==> src/design/arfp_pkg.sv <==
`timescale 1ns / 1ps
// ----------------------------------------------------------------------------
// Receive frame parser package
// Shared types, codes and constants for the API receive frame parser.
// ----------------------------------------------------------------------------
package arfp_pkg;

   localparam int PAYLOAD_DEPTH_DEFAULT = 256;

   localparam int HDR_BYTES = 11;
   localparam logic [15:0] HEADER_LEN = 16'd12;

   localparam logic [7:0] RST_CONNECT_CODE = 8'h00;
   localparam logic [7:0] RST_START_DELIMITER = 8'h7E;
   localparam logic [7:0] RST_RX_FRAME_TYPE = 8'h90;

   localparam logic [1:0] CSR_CONNECTED = 2'd0;
   localparam logic [1:0] CSR_CONNECT_CODE = 2'd1;
   localparam logic [1:0] CSR_START_DELIMITER = 2'd2;
   localparam logic [1:0] CSR_RX_FRAME_TYPE = 2'd3;

   typedef enum logic [1:0] {
      REQ_LINE_BYTE = 2'd0,
      REQ_READ      = 2'd1,
      REQ_DISCARD   = 2'd2
   } req_kind_type;

   typedef enum logic [1:0] {
      STATUS_OK            = 2'd0,
      STATUS_BAD_CHECKSUM  = 2'd1,
      STATUS_NOT_CONNECTED = 2'd2,
      STATUS_OVERFLOW      = 2'd3
   } frame_status_type;

   typedef enum logic [6:0] {
      PH_HUNT    = 7'b0000001,
      PH_LEN_HI  = 7'b0000010,
      PH_LEN_LO  = 7'b0000100,
      PH_TYPE    = 7'b0001000,
      PH_HEADER  = 7'b0010000,
      PH_PAYLOAD = 7'b0100000,
      PH_CHECK   = 7'b1000000
   } phase_type;

   typedef struct packed {
      logic       connected;
      logic [7:0] connect_code;
      logic [7:0] start_delimiter;
      logic [7:0] rx_frame_type;
   } cfg_type;

endpackage

==> src/design/api_rx_frame_parser.sv <==
`timescale 1ns / 1ps
// ----------------------------------------------------------------------------
// API receive frame parser
// Parses received radio API frames byte by byte and stores their payload.
// ----------------------------------------------------------------------------
// The req channel carries one request per transaction: req_tuser selects a
// received line byte, a payload read or a message discard, and req_tdata
// holds the line byte. Every request yields exactly one rsp transaction
// with the frame result, the stored length, any read byte and the ready and
// busy marks as they stand after the request.
// The block takes one request per cycle while responses are taken. A
// request is held in the input register; when the output is free, one pass
// of the frame state update then loads the result register, together with
// the payload memory read, and raises rsp_tvalid.
// When rsp_tready is low the result register holds, the input register
// fills, and req_tready then drops until the result is taken.
// Reset clears the frame state except the first payload byte, the ready and
// busy marks and both pipeline valid bits, and loads the configuration
// defaults. The payload memory is not cleared; only bytes written by a frame
// are ever returned. The csr port writes one configuration register per cycle
// with csr_we high and is meant to be used while no transaction is in flight.
// ----------------------------------------------------------------------------
module api_rx_frame_parser
   import arfp_pkg::*;
#(
   parameter int PAYLOAD_DEPTH = PAYLOAD_DEPTH_DEFAULT
) (
   input  logic        clock,
   input  logic        reset,
   input  logic        req_tvalid,
   output logic        req_tready,
   input  logic [7:0]  req_tdata,   // [7:0] rx_byte
   input  logic [1:0]  req_tuser,   // [1:0] req_type
   output logic        rsp_tvalid,
   input  logic        rsp_tready,
   // [0] frame_done, [2:1] frame_status, [11:3] payload_length,
   // [19:12] read_data, [20] read_valid, [21] message_ready, [22] busy_res
   output logic [23:0] rsp_tdata,
   input  logic        csr_we,
   input  logic [1:0]  csr_index,
   input  logic [7:0]  csr_wdata
);

   localparam int AW = $clog2(PAYLOAD_DEPTH);

   cfg_type         cfg;
   logic            mem_wr_en;
   logic [AW-1:0]   mem_wr_addr;
   logic [7:0]      mem_wr_data;
   logic            mem_rd_en;
   logic [AW-1:0]   mem_rd_addr;
   logic [7:0]      mem_rd_data;

   arfp_csr u_csr (
      .clock     (clock),
      .reset     (reset),
      .csr_we    (csr_we),
      .csr_index (csr_index),
      .csr_wdata (csr_wdata),
      .cfg       (cfg)
   );

   arfp_store #(
      .PAYLOAD_DEPTH (PAYLOAD_DEPTH)
   ) u_store (
      .clock   (clock),
      .wr_en   (mem_wr_en),
      .wr_addr (mem_wr_addr),
      .wr_data (mem_wr_data),
      .rd_en   (mem_rd_en),
      .rd_addr (mem_rd_addr),
      .rd_data (mem_rd_data)
   );

   arfp_core #(
      .PAYLOAD_DEPTH (PAYLOAD_DEPTH)
   ) u_core (
      .clock       (clock),
      .reset       (reset),
      .cfg         (cfg),
      .req_tvalid  (req_tvalid),
      .req_tready  (req_tready),
      .req_byte    (req_tdata),
      .req_kind    (req_tuser),
      .rsp_tvalid  (rsp_tvalid),
      .rsp_tready  (rsp_tready),
      .rsp_tdata   (rsp_tdata),
      .mem_wr_en   (mem_wr_en),
      .mem_wr_addr (mem_wr_addr),
      .mem_wr_data (mem_wr_data),
      .mem_rd_en   (mem_rd_en),
      .mem_rd_addr (mem_rd_addr),
      .mem_rd_data (mem_rd_data)
   );

endmodule

==> src/design/arfp_csr.sv <==
`timescale 1ns / 1ps
// ----------------------------------------------------------------------------
// Receive frame parser configuration registers
// Holds the link state and the framing bytes written through the CSR port.
// ----------------------------------------------------------------------------
module arfp_csr
   import arfp_pkg::*;
(
   input  logic       clock,
   input  logic       reset,
   input  logic       csr_we,
   input  logic [1:0] csr_index,
   input  logic [7:0] csr_wdata,
   output cfg_type    cfg
);

   cfg_type cfg_ff;

   always_ff @(posedge clock) begin
      if (reset) begin
         cfg_ff.connected       <= 1'b0;
         cfg_ff.connect_code    <= RST_CONNECT_CODE;
         cfg_ff.start_delimiter <= RST_START_DELIMITER;
         cfg_ff.rx_frame_type   <= RST_RX_FRAME_TYPE;
      end else if (csr_we) begin
         case (csr_index)
            CSR_CONNECTED:       cfg_ff.connected       <= csr_wdata[0];
            CSR_CONNECT_CODE:    cfg_ff.connect_code    <= csr_wdata;
            CSR_START_DELIMITER: cfg_ff.start_delimiter <= csr_wdata;
            CSR_RX_FRAME_TYPE:   cfg_ff.rx_frame_type   <= csr_wdata;
            default: begin
            end
         endcase
      end
   end

   assign cfg = cfg_ff;

endmodule

==> src/design/arfp_store.sv <==
`timescale 1ns / 1ps
// ----------------------------------------------------------------------------
// Receive frame parser payload store
// Single write port, single registered read port byte memory.
// ----------------------------------------------------------------------------
module arfp_store
   import arfp_pkg::*;
#(
   parameter int PAYLOAD_DEPTH = PAYLOAD_DEPTH_DEFAULT
) (
   input  logic                             clock,
   input  logic                             wr_en,
   input  logic [$clog2(PAYLOAD_DEPTH)-1:0] wr_addr,
   input  logic [7:0]                       wr_data,
   input  logic                             rd_en,
   input  logic [$clog2(PAYLOAD_DEPTH)-1:0] rd_addr,
   output logic [7:0]                       rd_data
);

   logic [7:0] mem [PAYLOAD_DEPTH];
   logic [7:0] rd_data_ff;

   always_ff @(posedge clock) begin
      if (wr_en) begin
         mem[wr_addr] <= wr_data;
      end
      if (rd_en) begin
         rd_data_ff <= mem[rd_addr];
      end
   end

   assign rd_data = rd_data_ff;

endmodule

==> src/design/arfp_core.sv <==
`timescale 1ns / 1ps
// ----------------------------------------------------------------------------
// Receive frame parser core
// Input register, per-byte frame state update and result register.
// ----------------------------------------------------------------------------
module arfp_core
   import arfp_pkg::*;
#(
   parameter int PAYLOAD_DEPTH = PAYLOAD_DEPTH_DEFAULT
) (
   input  logic                             clock,
   input  logic                             reset,
   input  cfg_type                          cfg,
   input  logic                             req_tvalid,
   output logic                             req_tready,
   input  logic [7:0]                       req_byte,
   input  logic [1:0]                       req_kind,
   output logic                             rsp_tvalid,
   input  logic                             rsp_tready,
   output logic [23:0]                      rsp_tdata,
   output logic                             mem_wr_en,
   output logic [$clog2(PAYLOAD_DEPTH)-1:0] mem_wr_addr,
   output logic [7:0]                       mem_wr_data,
   output logic                             mem_rd_en,
   output logic [$clog2(PAYLOAD_DEPTH)-1:0] mem_rd_addr,
   input  logic [7:0]                       mem_rd_data
);

   localparam int AW = $clog2(PAYLOAD_DEPTH);
   localparam int CNT_W = $clog2(PAYLOAD_DEPTH + 1);
   localparam logic [CNT_W-1:0] DEPTH_CNT = CNT_W'(PAYLOAD_DEPTH);
   localparam logic [3:0] HDR_CNT_LAST = 4'(HDR_BYTES - 1);

   logic             in_valid_ff, in_valid_in;
   logic [7:0]       in_byte_ff;
   logic [1:0]       in_kind_ff;
   logic             out_valid_ff, out_valid_in;
   logic             done_ff, done_in;
   frame_status_type status_ff, status_in;
   logic             rvalid_ff, rvalid_in;

   phase_type        phase_ff, phase_in;
   logic [3:0]       hdr_cnt_ff, hdr_cnt_in;
   logic [15:0]      dlen_ff, dlen_in;
   logic [7:0]       sum_ff, sum_in;
   logic [CNT_W-1:0] wr_idx_ff, wr_idx_in;
   logic             ovf_ff, ovf_in;
   logic [7:0]       first_byte_ff, first_byte_in;
   logic [CNT_W-1:0] stored_len_ff, stored_len_in;
   logic [CNT_W-1:0] rd_idx_ff, rd_idx_in;
   logic             ready_ff, ready_in;
   logic             busy_ff, busy_in;

   logic             advance;
   logic             proc;
   logic [15:0]      dlen_dec;
   logic [CNT_W-1:0] rd_idx_next;

   assign advance = !out_valid_ff || rsp_tready;
   assign req_tready = !in_valid_ff || advance;
   assign proc = in_valid_ff && advance;

   always_comb begin
      in_valid_in = in_valid_ff;
      if (req_tvalid && req_tready) begin
         in_valid_in = 1'b1;
      end else if (advance) begin
         in_valid_in = 1'b0;
      end
      out_valid_in = advance ? in_valid_ff : out_valid_ff;
   end

   always_comb begin
      phase_in      = phase_ff;
      hdr_cnt_in    = hdr_cnt_ff;
      dlen_in       = dlen_ff;
      sum_in        = sum_ff;
      wr_idx_in     = wr_idx_ff;
      ovf_in        = ovf_ff;
      first_byte_in = first_byte_ff;
      stored_len_in = stored_len_ff;
      rd_idx_in     = rd_idx_ff;
      ready_in      = ready_ff;
      busy_in       = busy_ff;
      done_in       = 1'b0;
      status_in     = STATUS_OK;
      rvalid_in     = 1'b0;
      mem_wr_en     = 1'b0;
      dlen_dec      = (dlen_ff != 16'd0) ? dlen_ff - 16'd1 : dlen_ff;
      rd_idx_next   = rd_idx_ff;
      if (proc) begin
         case (req_kind_type'(in_kind_ff))
            REQ_LINE_BYTE: begin
               case (phase_ff)
                  PH_LEN_HI: begin
                     dlen_in  = {in_byte_ff, 8'h00};
                     phase_in = PH_LEN_LO;
                  end
                  PH_LEN_LO: begin
                     dlen_in  = {dlen_ff[15:8], in_byte_ff};
                     phase_in = PH_TYPE;
                  end
                  PH_TYPE: begin
                     if (in_byte_ff != cfg.rx_frame_type) begin
                        phase_in = PH_HUNT;
                        busy_in  = 1'b0;
                     end else begin
                        sum_in     = in_byte_ff;
                        hdr_cnt_in = 4'd0;
                        phase_in   = PH_HEADER;
                     end
                  end
                  PH_HEADER: begin
                     sum_in   = sum_ff + in_byte_ff;
                     ready_in = 1'b0;
                     if (hdr_cnt_ff != HDR_CNT_LAST) begin
                        hdr_cnt_in = hdr_cnt_ff + 4'd1;
                     end else if (dlen_ff <= HEADER_LEN) begin
                        phase_in = PH_CHECK;
                     end else begin
                        dlen_in  = dlen_ff - HEADER_LEN;
                        phase_in = PH_PAYLOAD;
                     end
                  end
                  PH_PAYLOAD: begin
                     sum_in = sum_ff + in_byte_ff;
                     if (wr_idx_ff < DEPTH_CNT) begin
                        mem_wr_en = 1'b1;
                        wr_idx_in = wr_idx_ff + CNT_W'(1);
                        if (wr_idx_ff == '0) begin
                           first_byte_in = in_byte_ff;
                        end
                     end else begin
                        ovf_in = 1'b1;
                     end
                     dlen_in = dlen_dec;
                     if (dlen_dec == 16'd0) begin
                        phase_in = PH_CHECK;
                     end
                  end
                  PH_CHECK: begin
                     done_in  = 1'b1;
                     phase_in = PH_HUNT;
                     busy_in  = 1'b0;
                     if (ovf_ff) begin
                        status_in = STATUS_OVERFLOW;
                        ready_in  = 1'b0;
                     end else if (~sum_ff != in_byte_ff) begin
                        status_in = STATUS_BAD_CHECKSUM;
                     end else begin
                        stored_len_in = wr_idx_ff;
                        if (!cfg.connected &&
                            (wr_idx_ff == '0 || first_byte_ff != cfg.connect_code)) begin
                           status_in = STATUS_NOT_CONNECTED;
                           ready_in  = 1'b0;
                        end else begin
                           status_in = STATUS_OK;
                           ready_in  = 1'b1;
                           rd_idx_in = '0;
                        end
                     end
                  end
                  default: begin
                     phase_in = PH_HUNT;
                     if (in_byte_ff == cfg.start_delimiter) begin
                        wr_idx_in = '0;
                        ovf_in    = 1'b0;
                        busy_in   = 1'b1;
                        phase_in  = PH_LEN_HI;
                     end
                  end
               endcase
            end
            REQ_READ: begin
               if (ready_ff) begin
                  if (rd_idx_ff < stored_len_ff) begin
                     rvalid_in   = 1'b1;
                     rd_idx_next = rd_idx_ff + CNT_W'(1);
                  end
                  if (rd_idx_next >= stored_len_ff) begin
                     rd_idx_in = '0;
                     ready_in  = 1'b0;
                  end else begin
                     rd_idx_in = rd_idx_next;
                  end
               end
            end
            REQ_DISCARD: begin
               ready_in  = 1'b0;
               rd_idx_in = '0;
            end
            default: begin
            end
         endcase
      end
   end

   assign mem_wr_addr = wr_idx_ff[AW-1:0];
   assign mem_wr_data = in_byte_ff;
   assign mem_rd_en   = proc;
   assign mem_rd_addr = rd_idx_ff[AW-1:0];

   always_ff @(posedge clock) begin
      if (reset) begin
         in_valid_ff  <= 1'b0;
         out_valid_ff <= 1'b0;
         phase_ff     <= PH_HUNT;
         hdr_cnt_ff   <= 4'd0;
         dlen_ff      <= 16'd0;
         sum_ff       <= 8'd0;
         wr_idx_ff    <= '0;
         ovf_ff       <= 1'b0;
         stored_len_ff <= '0;
         rd_idx_ff    <= '0;
         ready_ff     <= 1'b0;
         busy_ff      <= 1'b0;
      end else begin
         in_valid_ff  <= in_valid_in;
         out_valid_ff <= out_valid_in;
         phase_ff     <= phase_in;
         hdr_cnt_ff   <= hdr_cnt_in;
         dlen_ff      <= dlen_in;
         sum_ff       <= sum_in;
         wr_idx_ff    <= wr_idx_in;
         ovf_ff       <= ovf_in;
         stored_len_ff <= stored_len_in;
         rd_idx_ff    <= rd_idx_in;
         ready_ff     <= ready_in;
         busy_ff      <= busy_in;
      end
   end

   always_ff @(posedge clock) begin
      if (req_tvalid && req_tready) begin
         in_byte_ff <= req_byte;
         in_kind_ff <= req_kind;
      end
      if (advance) begin
         done_ff   <= done_in;
         status_ff <= status_in;
         rvalid_ff <= rvalid_in;
      end
      first_byte_ff <= first_byte_in;
   end

   assign rsp_tvalid = out_valid_ff;
   assign rsp_tdata  = {1'b0, busy_ff, ready_ff, rvalid_ff,
                        rvalid_ff ? mem_rd_data : 8'h00,
                        9'(stored_len_ff), status_ff, done_ff};

   a_no_ready_while_storing : assert property (@(posedge clock) disable iff (reset)
      (phase_ff == PH_PAYLOAD || phase_ff == PH_CHECK) |-> !ready_ff)
      else $error("Message marked ready while payload bytes are being stored.");

   a_read_index_in_range : assert property (@(posedge clock) disable iff (reset)
      ready_ff |-> (rd_idx_ff < stored_len_ff) ||
                   (stored_len_ff == '0 && rd_idx_ff == '0))
      else $error("Read index is outside the published message.");

   a_write_index_bound : assert property (@(posedge clock) disable iff (reset)
      wr_idx_ff <= DEPTH_CNT)
      else $error("Write index ran past the payload store.");

   a_status_only_on_done : assert property (@(posedge clock) disable iff (reset)
      (out_valid_ff && !done_ff) |-> status_ff == STATUS_OK)
      else $error("Frame status reported without a completed frame.");

   a_busy_starts_frame : assert property (@(posedge clock) disable iff (reset)
      $rose(busy_ff) |-> phase_ff == PH_LEN_HI)
      else $error("Busy rose without a start delimiter.");

endmodule

==> config.mk <==
export PLATFORM = sky130hd
export DESIGN_NAME = api_rx_frame_parser
export DESIGN_NICKNAME = d
export VERILOG_FILES = /design/src/design/arfp_pkg.sv /design/src/design/api_rx_frame_parser.sv /design/src/design/arfp_csr.sv /design/src/design/arfp_store.sv /design/src/design/arfp_core.sv
export SDC_FILE = /design/constraint.sdc
export NUM_CORES = 2
export LEC_CHECK = 0
export BUFFER_PORTS_ARGS = -buffer_cell sky130_fd_sc_hd__buf_4
export CORE_MARGIN = 2
export CORE_UTILIZATION = 60
export CTS_BUF_LIST = sky130_fd_sc_hd__clkbuf_8
export DETAILED_ROUTE_END_ITERATION = 8
export PLACE_DENSITY = 0.79
export SETUP_SLACK_MARGIN = 0.2
export SKIP_LAST_GASP = 1
export SLEW_MARGIN = 5
export SYNTH_ARGS = -nofsm -noshare
export SYNTH_HDL_FRONTEND = slang
export SYNTH_SLANG_ARGS = --single-unit
==> constraint.sdc <==
create_clock -name clock -period 11.1 [get_ports clock]
set_clock_uncertainty 0.15 [all_clocks]
set_input_delay 0.555 -clock clock [delete_from_list [all_inputs] [get_ports clock]]
set_output_delay 0.555 -clock clock [all_outputs]
set_load 0.005 [all_outputs]
# Yosys cells after proc, flatten, opt, wreduce, memory -nomap -nowiden
# Memories as Yosys holds them, arrays and structs flattened. A register that Yosys moved wholly into a read port is not among the register bits.
# Index checks and enable logic that the tools add are counted.
[word_totals] ff_bits=114 latchBits=0 ram_bits=2048 rom_bits=0 input_bits=25 output_inout_bits=26 wordCells=171 n_memories=1
[mem_list] memory="u_store.mem" words=256 width=8 read_ports=1 rd_ports_with_merged_regs=1 write_ports=1 line_no="arfp_store.sv:20" source="logic [7:0] mem [PAYLOAD_DEPTH];"
[classes] n_addsub=6 mul=0 div=0 order_cmp=4 eq_ne=31 shift=0 mux=56 bitwise=6 reduce_logical=44
[op_table] op="$mux 9" n=12
[op_table] op="$pmux 16 s4" n=1
[op_table] op="$mux 16" n=3
[op_table] op="$pmux 7 s6" n=1
[op_table] op="$reduce_and 5->1" n=7
[op_table] op="$pmux 9 s3" n=1
[op_table] op="$ne 8x8->1" n=3
[op_table] op="$mux 7" n=3
[op_table] op="$mux 1" n=19
[op_table] op="$add 9x1->9 const B" n=2
[op_table] op="$pmux 9 s2" n=1
[op_table] op="$le 16x4->1 const B" n=1
[op_table] op="$logic_not 16->1" n=1
[op_table] op="$mux 8" n=2
[op_table] op="$pmux 8 s2" n=1
[op_table] op="$reduce_bool 16->1" n=1
[op_table] op="$sub 16x1->16 const B" n=1
[op_table] op="$sub 16x4->16 const B" n=1
[op_table] op="$ne 2x2->1 const B" n=7
[op_table] op="$ne 2x1->1 const B" n=6
[op_table] op="$reduce_and 4->1" n=3
[op_table] op="$reduce_and 2->1" n=5
[op_table] op="$ge 9x9->1" n=1
[op_table] op="$logic_not 9->1" n=1
[op_table] op="other kinds (37)" n=63

# Logic depth before layout (Yosys ltp)
[depth] word_depth=9 ltp_mapped=18 depth_no_buf=16

# Cells and area by module
# A second synthesis with hierarchy kept.
[hier_totals] hier_cells=4572 area_unflattened_um2=86954.6
[modules_own_cells] mod="arfp_store" instances=1 cells_per_inst=3733 area_per_inst_um2=79636.4 seq_area_each_um2=61739.2
[modules_own_cells] mod="arfp_core" instances=1 cells_per_inst=738 area_per_inst_um2=6269.8 seq_area_each_um2=2001.9
[modules_own_cells] mod="arfp_csr" instances=1 cells_per_inst=101 area_per_inst_um2=1048.5 seq_area_each_um2=500.5

# Worst setup path after synthesis
# No wires, ideal clock.
[synth_path] path_kind="register to register" from="register u_core.in_byte_ff[2], in the netlist u_core.mem_wr_data[2]" to="register u_core.rd_idx_ff[0]" setup_ns=0.074 arrival_time_ns=5.707 required_ns=10.876 slack_ns=5.168 path_stages_with_launch=10 path_buffers=0 synth_period_minus_slack_ns=5.932 path_cell_list="edfxtp_1 > ha_1 > nand4_1 > nor3_1 > nand2b_1 > o31ai_1 > nand2_1 > nor3_1 > a21oi_1 > a31oi_1"
[synth_between] elab_chain_len=3
[synth_rtl] element="start: declaration" line_no="arfp_core.sv:35" source="logic [7:0] in_byte_ff;"
[synth_rtl] element="start signal: assignment" line_no="arfp_core.sv:235" source="in_byte_ff <= req_byte;"
[synth_rtl] element="$ne 8x8->1" line_no="arfp_core.sv:148" source="end else if (~sum_ff != in_byte_ff) begin"
[synth_rtl] element="$ne 2x2->1 (no source line)"
[synth_rtl] element="$reduce_and 7->1 (no source line)"
[synth_rtl] element="end signal: assignment" line_no="arfp_core.sv:227" source="rd_idx_ff <= rd_idx_in;"
[synth_rtl] element="end: declaration" line_no="arfp_core.sv:50" source="logic [CNT_W-1:0] rd_idx_ff, rd_idx_in;"
# No other way between the ends.
# A chain may end at the register's enable or synchronous reset.

==> impl_metrics.csv <==
group,metric,value,unit
outcome,outcome,"complete, no violations",
clocking,cts_made_buffers,340,
critical_path,endpoint,"u_store.rd_data[6]",
critical_path,max_stage_delay,860,ps
clocking,cts_sinks,2170,
drt,m1WireLength,75100,microns
drt,routed.top_layer,"met5",
placement,port_buffers,49,
critical_path,crit_path_start_kind,"flop",
final_layout,final_nets,4554,
critical_path,worstSetupStartpoint,"u_core.rd_idx_ff[1]",
final_layout,area_delta_synth_final,10.1,%
drt,drc_errors,0,
clocking,cts.htree.levels,5,
critical_path,cp_cell_sequence,"buf_4 > buf_4 > buf_4 > mux4_2 > a2111oi_0 > a21oi_1 > o2111ai_1 > a21oi_1 > or3_1",
global_route,antenna_found_initial,6,
yosys,synth_area_leaders,"edfxtp_1 (73%), mux4_2 (16%), dfxtp_1 (2.1%)",
yosys,synth_edf_count,2078,
yosys,yosysTopAreaCell,"edfxtp_1",
sta,finalSetupViolCount,0,
global_route,grt_pass1_wl,300000,microns
sta,period_share,49.6,%
drt,ant_nets,0,
global_route,grt_util_all_layers,28.4,%
drt,drt_iter0_markers,7083,
critical_path,crit_family,"buffers and inverters",
clocking,cts_setup_buffers,0,
final_layout,final_area,0.0945,sq mm
floorplanning,core,0.142,sq mm
critical_path,slowest_stage,"buf_4",
yosys,synthCells,4240,
clocking,cts_tree,"yes",
final_layout,drive_gt1_share,24.8,%
sta,report.final.slew_viol_count,0,
pwr,power.total,0.0152,W
pwr,peakVddDrop,0.0982,mV
sta,rsz0062_at_grt,"false",
pwr,p_per_area,161,mW/mm^2
critical_path,crit_type,"flop to flop",
drt,wl_met2,98300,microns
critical_path,worst-path-stages,9,
floorplanning,die_h,382,microns
pwr,power_frac_clock,39.4,%
drt,drt_wl_total,206000,microns
critical_path,path_buf_inv,3,
yosys,async_flop_share,0,%
pwr,p_leak,28.9,nW
sta,setup_tns,0,ps
yosys,yosysSeqAreaShare,74.8,%
yosys,synthesis.area,0.0858,sq mm
critical_path,arrival,6110,ps
critical_path,cp-end-kind,"flop",
placement,hpwl,119000,microns
global_route,grt_max_degree,260,
yosys,synth_seq_cells,2170,
floorplanning,die_width,382,microns
critical_path,timing.rr.end,"u_store.rd_data[6]",
pwr,seq_power_share,59.2,%
yosys,synth.distinct_cells,73,
critical_path,r2r_start,"u_core.rd_idx_ff[1]",
clocking,cts_buffer_depth,4,
drt,vias,44700,
critical_path,crit_required,11700,ps
sta,fin_crit,5510,ps
yosys,synthTopCellsByCount,"edfxtp_1 (2,078), mux4_2 (607), nor2_1 (360)",
floorplanning,ioPinCount,51,
hold_path,hold_path_class,"input pin to flop",
global_route,grt_pass1_vias,44500,
sta,worst_pin_slew,1360,ps
clocking,clk_pin_slew,70,ps
sta,hold_slack,116,ps
pwr,switching_share,21.0,%
critical_path,ff2ff_path_depth,9,
pwr,p_comb_share,1.4,%
placement,dpl_cell_area,0.0883,sq mm
sta,hold_viol,0,
yosys,synth_top_area_share,72.7,%
yosys,yosys_warnings,0,
critical_path,reg2reg_setup_slack,5590,ps
drt,viasPerCell,6.75,
floorplanning,dieArea,0.146,sq mm
pwr,switchingPower,0.00318,W
critical_path,crit_fanout,68,
final_layout,post-route-util,66.7,%
yosys,syn_nets,4304,
clocking,clock-root-buffer,"clkbuf_8",
yosys,syn_area_per_cell,20.2,sq um
clocking,clock_latency,1010,ps
pwr,cellInternalPower,0.0120,W
drt,dr.pass1.iters,8,
critical_path,critPathMostFrequentCell,"buf_4",
yosys,yosysMostFrequentCell,"edfxtp_1",
floorplanning,initial_core_util,60.6,%
global_route,overflow,0,
drt,wl_per_cell,31.1,microns
clocking,cts.repair.resized,0,
yosys,synth-main-ff-cell,"edfxtp_1",
sta,slew_headroom,9.39,%
flow_run,max-cap-violations,0,
drt,route.met3.wl,24500,microns
sta,fmax,182,MHz
floorplanning,fp-row-count,138,
placement,routabilityCongestion,0.877,
repair_timing:
action,4_1_cts,5_1_grt
endpoints found under the hold margin,88,0
hold buffers,41,0
endpoints found under the setup margin,0,0
power groups by stage:
stage                     sequential, W  clock, W  combinational (W)
after floorplan                 0.00924         0          0.0000479
after global placement          0.00916         0           0.000192
after detailed placement        0.00916         0           0.000203
after CTS                       0.00899   0.00603           0.000213
after global routing            0.00898   0.00637           0.000231
final                           0.00899   0.00599           0.000214
metrics by stage:
stage	instances	setup slack [ps]
3_5_place_dp	5997	5710
2_1_floorplan	4240	5170
5_1_grt	6615	5360
3_3_place_gp	5997	5690
6_report	6616	5590
4_1_cts	6613	5650
layout make-up:
class | instances | area, sq um
Tap cell | 1890 | 2360
Multi-Input combinational cell | 1784 | 20500
Inverter | 37 | 139
Clock inverter | 225 | 1020
Sequential cell | 2170 | 64300
Antenna cell | 3 | 7.51
Timing Repair Buffer | 157 | 1420
Fill cell | 8604 | 47200
Clock buffer | 350 | 4820
logic make-up after synthesis:
| logic type | count (synthesis) | share of synthesized area [%] |
|---|---|---|
| flip-flops | 2170 | 74.8 |
| multiplexers | 634 | 16.2 |
| AND/OR/NAND/NOR | 716 | 3.73 |
| buffers and inverters | 286 | 1.35 |
| AO/OA/AOI/OAI | 341 | 2.71 |
| XOR/XNOR | 53 | 0.541 |
| other | 1 | 0.00437 |
| adder cells (fa/ha/maj) | 39 | 0.577 |
worst min path at each step:
| stage | from | to | slack, ps | cells after the start |
|---|---|---|---|---|
| 2_1_floorplan | u_core.busy_ff | u_core.busy_ff | 300 | 2 |
| 3_3_place_gp | u_csr.cfg[2] | u_csr.cfg[2] | 300 | 2 |
| 5_1_grt | req_tdata[5] | u_core.mem_wr_data[5] | 80 | 2 |
| 3_5_place_dp | u_csr.cfg[6] | u_csr.cfg[6] | 310 | 2 |
| 4_1_cts | req_tdata[0] | u_core.mem_wr_data[0] | 30 | 2 |
| 6_report | req_tdata[2] | u_core.mem_wr_data[2] | 120 | 2 |
sequential cells by signal (all words and copies together) (netlist names), 8 cells and up:
| name | flops |
|---|---|
| u_core.rd_idx_ff | 9 |
| u_core.dlen_ff | 16 |
| u_store.rd_data | 8 |
| u_core.first_byte_ff | 8 |
| u_core.wr_idx_ff | 9 |
| u_core.stored_len_ff | 9 |
| u_core.mem_wr_data | 8 |
| u_store.mem | 2048 |
| u_csr.cfg | 25 |
| u_core.sum_ff | 8 |
worst register-to-register path: cells and delay by family, from the launching register on:
| kind | cells | cell delay, ps |
|---|---|---|
| flops | 1 | 810 |
| mux | 1 | 480 |
| buf+inv | 3 | 2230 |
| simple gates | 1 | 390 |
| compound gates | 4 | 1190 |
routing by layer:
layer,global-route usage (%),vias up
met1,39.9,22900
met4,10.7,6
met5,0,-
met2,43.8,3201
met3,7.25,488
li1,-,18100
placed cells by master, fill, tap and decap left out, types with 6 or more instances in the layout:
cell type      count
edfxtp_1        2078
mux4_2           607
nor2_1           358
clkbuf_8         350
nand2_1          153
inv_1            128
buf_4            105
a21oi_1           90
a22oi_1           89
dfxtp_1           87
clkinv_1          80
o21ai_0           43
dlygate4sd3_1     41
clkinv_2          39
ha_1              38
xnor2_1           37
nor3_1            30
nand3_1           23
mux2i_1           22
and2_1            16
xor2_1            16
nand4_1           15
a22o_1            15
nor2b_1           14
nand2b_1          14
a221oi_1          14
nor4_1            14
a211oi_1          13
nand3b_1          12
and3_1            11
a31oi_1           11
or4_1             11
buf_12            11
a21o_1             8
or3_1              8
o221ai_1           8
clkinvlp_4         7
o31ai_1            6
Note: power is estimated with default switching activity, not from simulation.
